## src/rtl/def_pkg.sv

```systemverilog
// shared constants and types of the diagonal emboss filter
package def_pkg;

   localparam int MAX_WIDTH_DEF  = 2048;
   localparam int MAX_HEIGHT_DEF = 2048;

   localparam int CH_W   = 8;
   localparam int PIX_W  = 3 * CH_W;
   localparam int POS_W  = 11;
   localparam int CFG_W  = 12;
   localparam int ADDR_W = 2;

   localparam logic [ADDR_W-1:0] REG_IMAGE_WIDTH    = 2'd0;
   localparam logic [ADDR_W-1:0] REG_EFFECT_OFFSET  = 2'd1;
   localparam logic [ADDR_W-1:0] REG_DIRECTION_MODE = 2'd2;

   localparam logic MODE_RELIEVO = 1'b0;
   localparam logic MODE_CARVE   = 1'b1;

   localparam logic [CFG_W-1:0] WIDTH_RST  = 12'd2048;
   localparam logic [CH_W-1:0]  OFFSET_RST = 8'd128;

   typedef struct packed {
      logic [CFG_W-1:0] image_width;
      logic [CH_W-1:0]  effect_offset;
      logic             direction_mode;
   } cfg_type;

   typedef struct packed {
      logic [POS_W-1:0] row;
      logic [POS_W-1:0] col;
      logic [CH_W-1:0]  c2;
      logic [CH_W-1:0]  c1;
      logic [CH_W-1:0]  c0;
      logic             valid;
   } res_type;

endpackage

```

## src/rtl/def_out_buf.sv

```systemverilog
// two-entry output buffer: main register plus skid register
module def_out_buf (
   input  logic             clock,
   input  logic             reset,
   input  logic             push,
   input  def_pkg::res_type push_data,
   output logic             push_ready,
   output logic             out_valid,
   input  logic             out_ready,
   output def_pkg::res_type out_data
);
   import def_pkg::*;

   res_type main_ff, main_in, skid_ff, skid_in;
   logic    main_valid_ff, main_valid_in, skid_valid_ff, skid_valid_in;
   logic    pop;

   assign pop        = main_valid_ff && out_ready;
   assign push_ready = !skid_valid_ff;
   assign out_valid  = main_valid_ff;
   assign out_data   = main_ff;

   always_comb begin
      main_in       = main_ff;
      main_valid_in = main_valid_ff;
      skid_in       = skid_ff;
      skid_valid_in = skid_valid_ff;
      if (pop) begin
         if (skid_valid_ff) begin
            main_in       = skid_ff;
            skid_valid_in = 1'b0;
         end else begin
            main_in       = push_data;
            main_valid_in = push;
         end
      end else if (push) begin
         if (!main_valid_ff) begin
            main_in       = push_data;
            main_valid_in = 1'b1;
         end else begin
            skid_in       = push_data;
            skid_valid_in = 1'b1;
         end
      end
   end

   always_ff @(posedge clock) begin
      if (reset) begin
         main_valid_ff <= 1'b0;
         skid_valid_ff <= 1'b0;
      end else begin
         main_valid_ff <= main_valid_in;
         skid_valid_ff <= skid_valid_in;
      end
   end

   always_ff @(posedge clock) begin
      main_ff <= main_in;
      skid_ff <= skid_in;
   end

endmodule

```

## config.mk

```make
export PLATFORM = sky130hd
export DESIGN_NAME = def_out_buf
export DESIGN_NICKNAME = d
export VERILOG_FILES = /design/src/rtl/def_pkg.sv /design/src/rtl/def_out_buf.sv
export SDC_FILE = /design/constraint.sdc
export NUM_CORES = 1
export LEC_CHECK = 0
export BUFFER_PORTS_ARGS = -buffer_cell sky130_fd_sc_hd__buf_2
export CORE_AREA = 2 2 109 80
export CTS_CLUSTER_SIZE = 16
export DETAILED_ROUTE_END_ITERATION = 10
export DIE_AREA = 0 0 111 82
export GPL_TIMING_DRIVEN = 0
export PLACE_DENSITY = 0.79
export REMOVE_ABC_BUFFERS = 1
export SYNTH_ARGS = -nofsm -noshare
export SYNTH_HDL_FRONTEND = slang
export SYNTH_SLANG_ARGS = --single-unit
```

## constraint.sdc

```tcl
create_clock -name clock -period 2.65 [get_ports clock]
set_input_delay 0.1325 -clock clock [delete_from_list [all_inputs] [get_ports clock]]
set_output_delay 0.1325 -clock clock [all_outputs]
set_load 0.02 [all_outputs]
```

-- Word level (Yosys, flattened, before mapping)
Cells that the tools add are included.
- input port bits: 51
- register bits: 96
- reduce and logical (&&, ||, !) cells: 8
- eq/ne operators: 2
- mux-type cells: 7
- bitwise operators: 1
- operator list (kind ; number):
    47-bit 2-to-1 mux ; 4
    2-bit AND reduction ; 3
    1-bit 2-to-1 mux ; 3
    3-bit AND reduction ; 1
    2-bit by 1-bit != test with 1-bit output, second input constant ; 1
    2-bit != test, second input constant ; 1
    2-bit nonzero test ; 1
    2-bit OR reduction ; 1
    1-bit logical AND ; 1
    1-bit zero test ; 1
    1-bit inverter ; 1

-- Depth between registers and ports, before layout
- depth in word-level cells: 3
- mapped depth: 4
- gate-level depth less buffers: 3

-- Worst setup path after synthesis
OpenSTA, ideal clock, no wires.
- kind: reg2reg
- start: register main_valid_ff, in the netlist out_valid
- end: register skid_ff[0] (netlist name), enable pin
- cell stages (with the launch flop): 3
- path buffers: 0
- required time: 2.198 ns
- period minus slack after synthesis: 3.044 ns
- slack: -0.394 ns
- setup time: 0.452 ns
- data arrival time: 2.592 ns
- cells stage by stage: dfxtp_1 -> nand2_1 -> nor2_1
- word-level cells in the longest chain between the ends: 3
- ends and longest elaborated chain (element ; line ; RTL):
    from (decl) ; def_out_buf.sv:15 ; logic main_valid_ff, main_valid_in, skid_valid_ff, skid_valid_in;
    from (signal assigned) ; def_out_buf.sv:52 ; main_valid_ff <= main_valid_in;
    1-bit logical AND ; def_out_buf.sv:18 ; assign pop = main_valid_ff && out_ready;
    1-bit inverter (no source line) ; - ;
    3-bit AND reduction (no source line) (*) ; - ;
    to (signal assigned) ; def_out_buf.sv:59 ; skid_ff <= skid_in;
    to (decl) ; def_out_buf.sv:14 ; res_type main_ff, main_in, skid_ff, skid_in;
Mark *: on every way between the ends. The rest lies on a longest branch, timed or not.
A chain may end at the register's enable or synchronous reset.

==> run metrics <==
WS Path Type reg2reg; fin crit share about 74%; RSZ-0062 raised after global routing false; Post-DP HPWL 3940 microns; routed vias/inst approximately 4.7; CP Launch Type flip-flop; die height approximately 82 microns; Most used DFF post-synth edfxtp_1; area leader, netlist edfxtp_1; Clock Pin Slew Worst Setup and Hold Paths roughly 60 ps; post-synthesis register bit count 96; initial antenna violation count 0; ranking of synthesized cells by area edfxtp_1 (78%), mux2_4 (12%), mux2_2 (5.6%); H-tree depth 3; ANT cells 0; global-route wire length before repair roughly 11000 microns; Final Hold Fails 0; I/O pin count 100; initial core utilization between 40 and 50%; Die W ~110 microns; Synth async-reset ratio 0%; Sequential cell area ~2900 sq um; Critical Path RT approximately 2700 ps; drt drc 0; final instance area around 5000 sq um; endpoints failing setup 0; Yosys warnings 0; CTS Buffer Depth 2; Tmin final 1950 ps; WHS around 55 ps; port buffer count between 90 and 100; worst hold path type in2reg; placed cell area approximately 4200 sq um; DRT antenna net count 0; CP Capture Type flip-flop; vias in the first global route just over 2000; fraction of layout cells with a size suffix above 1 between 50% and 60%; GPL Wtd Cong ~0.64; Max-slew headroom 20.3%; post-synthesis sequential area ratio 79.4%; core area approximately 8100 sq um; # Post-CTS Setup Buffers 0; Row Count 28; CTS buffer count 9; crit path max fanout 47; die area just over 9000 sq um; number of distinct library cells after synthesis 13; filler cell count 590; Setup TNS 0 ps; gr ovfl total 0; via count about 2000; largest net degree at the start of global routing 48; Worst Skew 5.80 ps; number of max-cap violations 0; worst-skew pair later-pin latency approximately 340 ps; Multi-input gate area about 700 sq um; status finished, final reports clean; Clock Root Buffer clkbuf_16; count leader, synth edfxtp_1; Final Net Count roughly 360; Leak Pwr 2.03 nW; EDFF count, synth 94; max-slew violations 0; initial drt markers 83; most frequent cells after synthesis edfxtp_1 (94), mux2_4 (30), mux2_2 (18), buf_6 (4); Peak VDD IR 460 uV; PnR worst setup slack around 700 ps; Layout area overhead 38.8%; Avg WL per Cell 16.1 microns; Cells after Synth 157; clock sinks 96; CP arrival 2030 ps; Synth top area share between 70 and 80%; Slew @ Worst Pin approximately 1200 ps; Total Wirelength slightly below 7000 microns; power density over the cells 678 nW/um^2; CTS tree yes; pre-CTS setup slack between 600 and 700 ps; fmax 513 MHz; DRT Pass-1 Iters 4; Mapped Area roughly 3600 sq um; syn avg cell area 23.0 sq um; All-Layer GR Usage between 10% and 20%
cell families after synthesis:
| group | share of synthesized area (%) |
|---|---|
| AO/OA/AOI/OAI | 0.382 |
| flip-flops | 79.4 |
| AND/OR/NAND/NOR | 0.625 |
| multiplexers | 18.1 |
| buffers and inverters | 1.49 |
per-stage QoR:
step / cells / util (%) / total power (W)
floorplan: 152 / - / 0.00197
global placement: 356 / 51.7 / 0.00208
detailed placement: 357 / 52.3 / 0.00209
CTS: 420 / 61.8 / 0.00343
global route: 420 / 61.8 / 0.00353
finish: 420 / 61.8 / 0.00339
cells in the final DEF, fill, tap and decap left out:
master         synthesis  routed
bufinv_16              0       1
nor2_1                 2       1
dfxtp_1                2       2
nand3_4                0       1
nand2b_1               1       1
mux2_4                30      30
nor2_4                 0       1
buf_16                 0       1
a221oi_1               1       1
inv_1                  1       1
mux2_2                18      18
dlygate4sd3_1          0      48
a21oi_1                1       1
clkinvlp_4             0       1
clkbuf_16              0       9
clkinv_2               0       1
inv_6                  0       2
edfxtp_1              94      94
buf_2                  1      99
nand2_1                1       1
clkinv_4               0       1
critical path, cell delays in order, from the launching register on:
cell and delay, ps:
dfxtp_1 450, nand3_4 670, mux2_4 560
layer usage:
layer / part of all wire [%] / GRT usage, %
met1: 44 / 19.9
met2: 47 / 24.8
met3: 7.9 / 8.49
met4: 0.43 / 3.00
met5: 0 / 0
timing repair:
| action | 4_1_cts | 5_1_grt |
|---|---|---|
| hold endpoints to repair | 49 | 0 |
| resized for setup | 0 | 0 |
| hold buffers | 48 | 0 |
power breakdown:
| group | total, W | internal, W | switching (W) |
|---|---|---|---|
| combinational | 0.000337 | 0.000161 | 0.000176 |
| sequential | 0.00178 | 0.00176 | 0.0000211 |
| clock | 0.00128 | 0.000733 | 0.000544 |
| total | 0.00339 | 0.00265 | 0.000740 |
final cells by class:
class / instances / area share, %
sequential: 96 / 57.2
timing repair buffer: 148 / 20.0
multi-input combinational: 55 / 14.2
clock buffer: 9 / 4.50
tap: 105 / 2.63
clock inverter: 6 / 1.38
inverter: 1 / 0.0750
flip-flops by register name (all words and copies together) (netlist names):
| register | cells |
|---|---|
| out_valid | 1 |
| skid_ff | 47 |
| skid_valid_ff | 1 |
| out_data | 47 |
path summary, 6_finish.rpt:
path,start,endpoint,slack (ps),cells after the start
worst min-delay path,push,out_valid,50,3
worst max register to register,out_valid,out_data[24],700,2
worst max-delay path,out_valid,out_data[24],700,2
worst min register to register,skid_ff[19],out_data[19],550,1
Power figures use the tool's default switching activity.
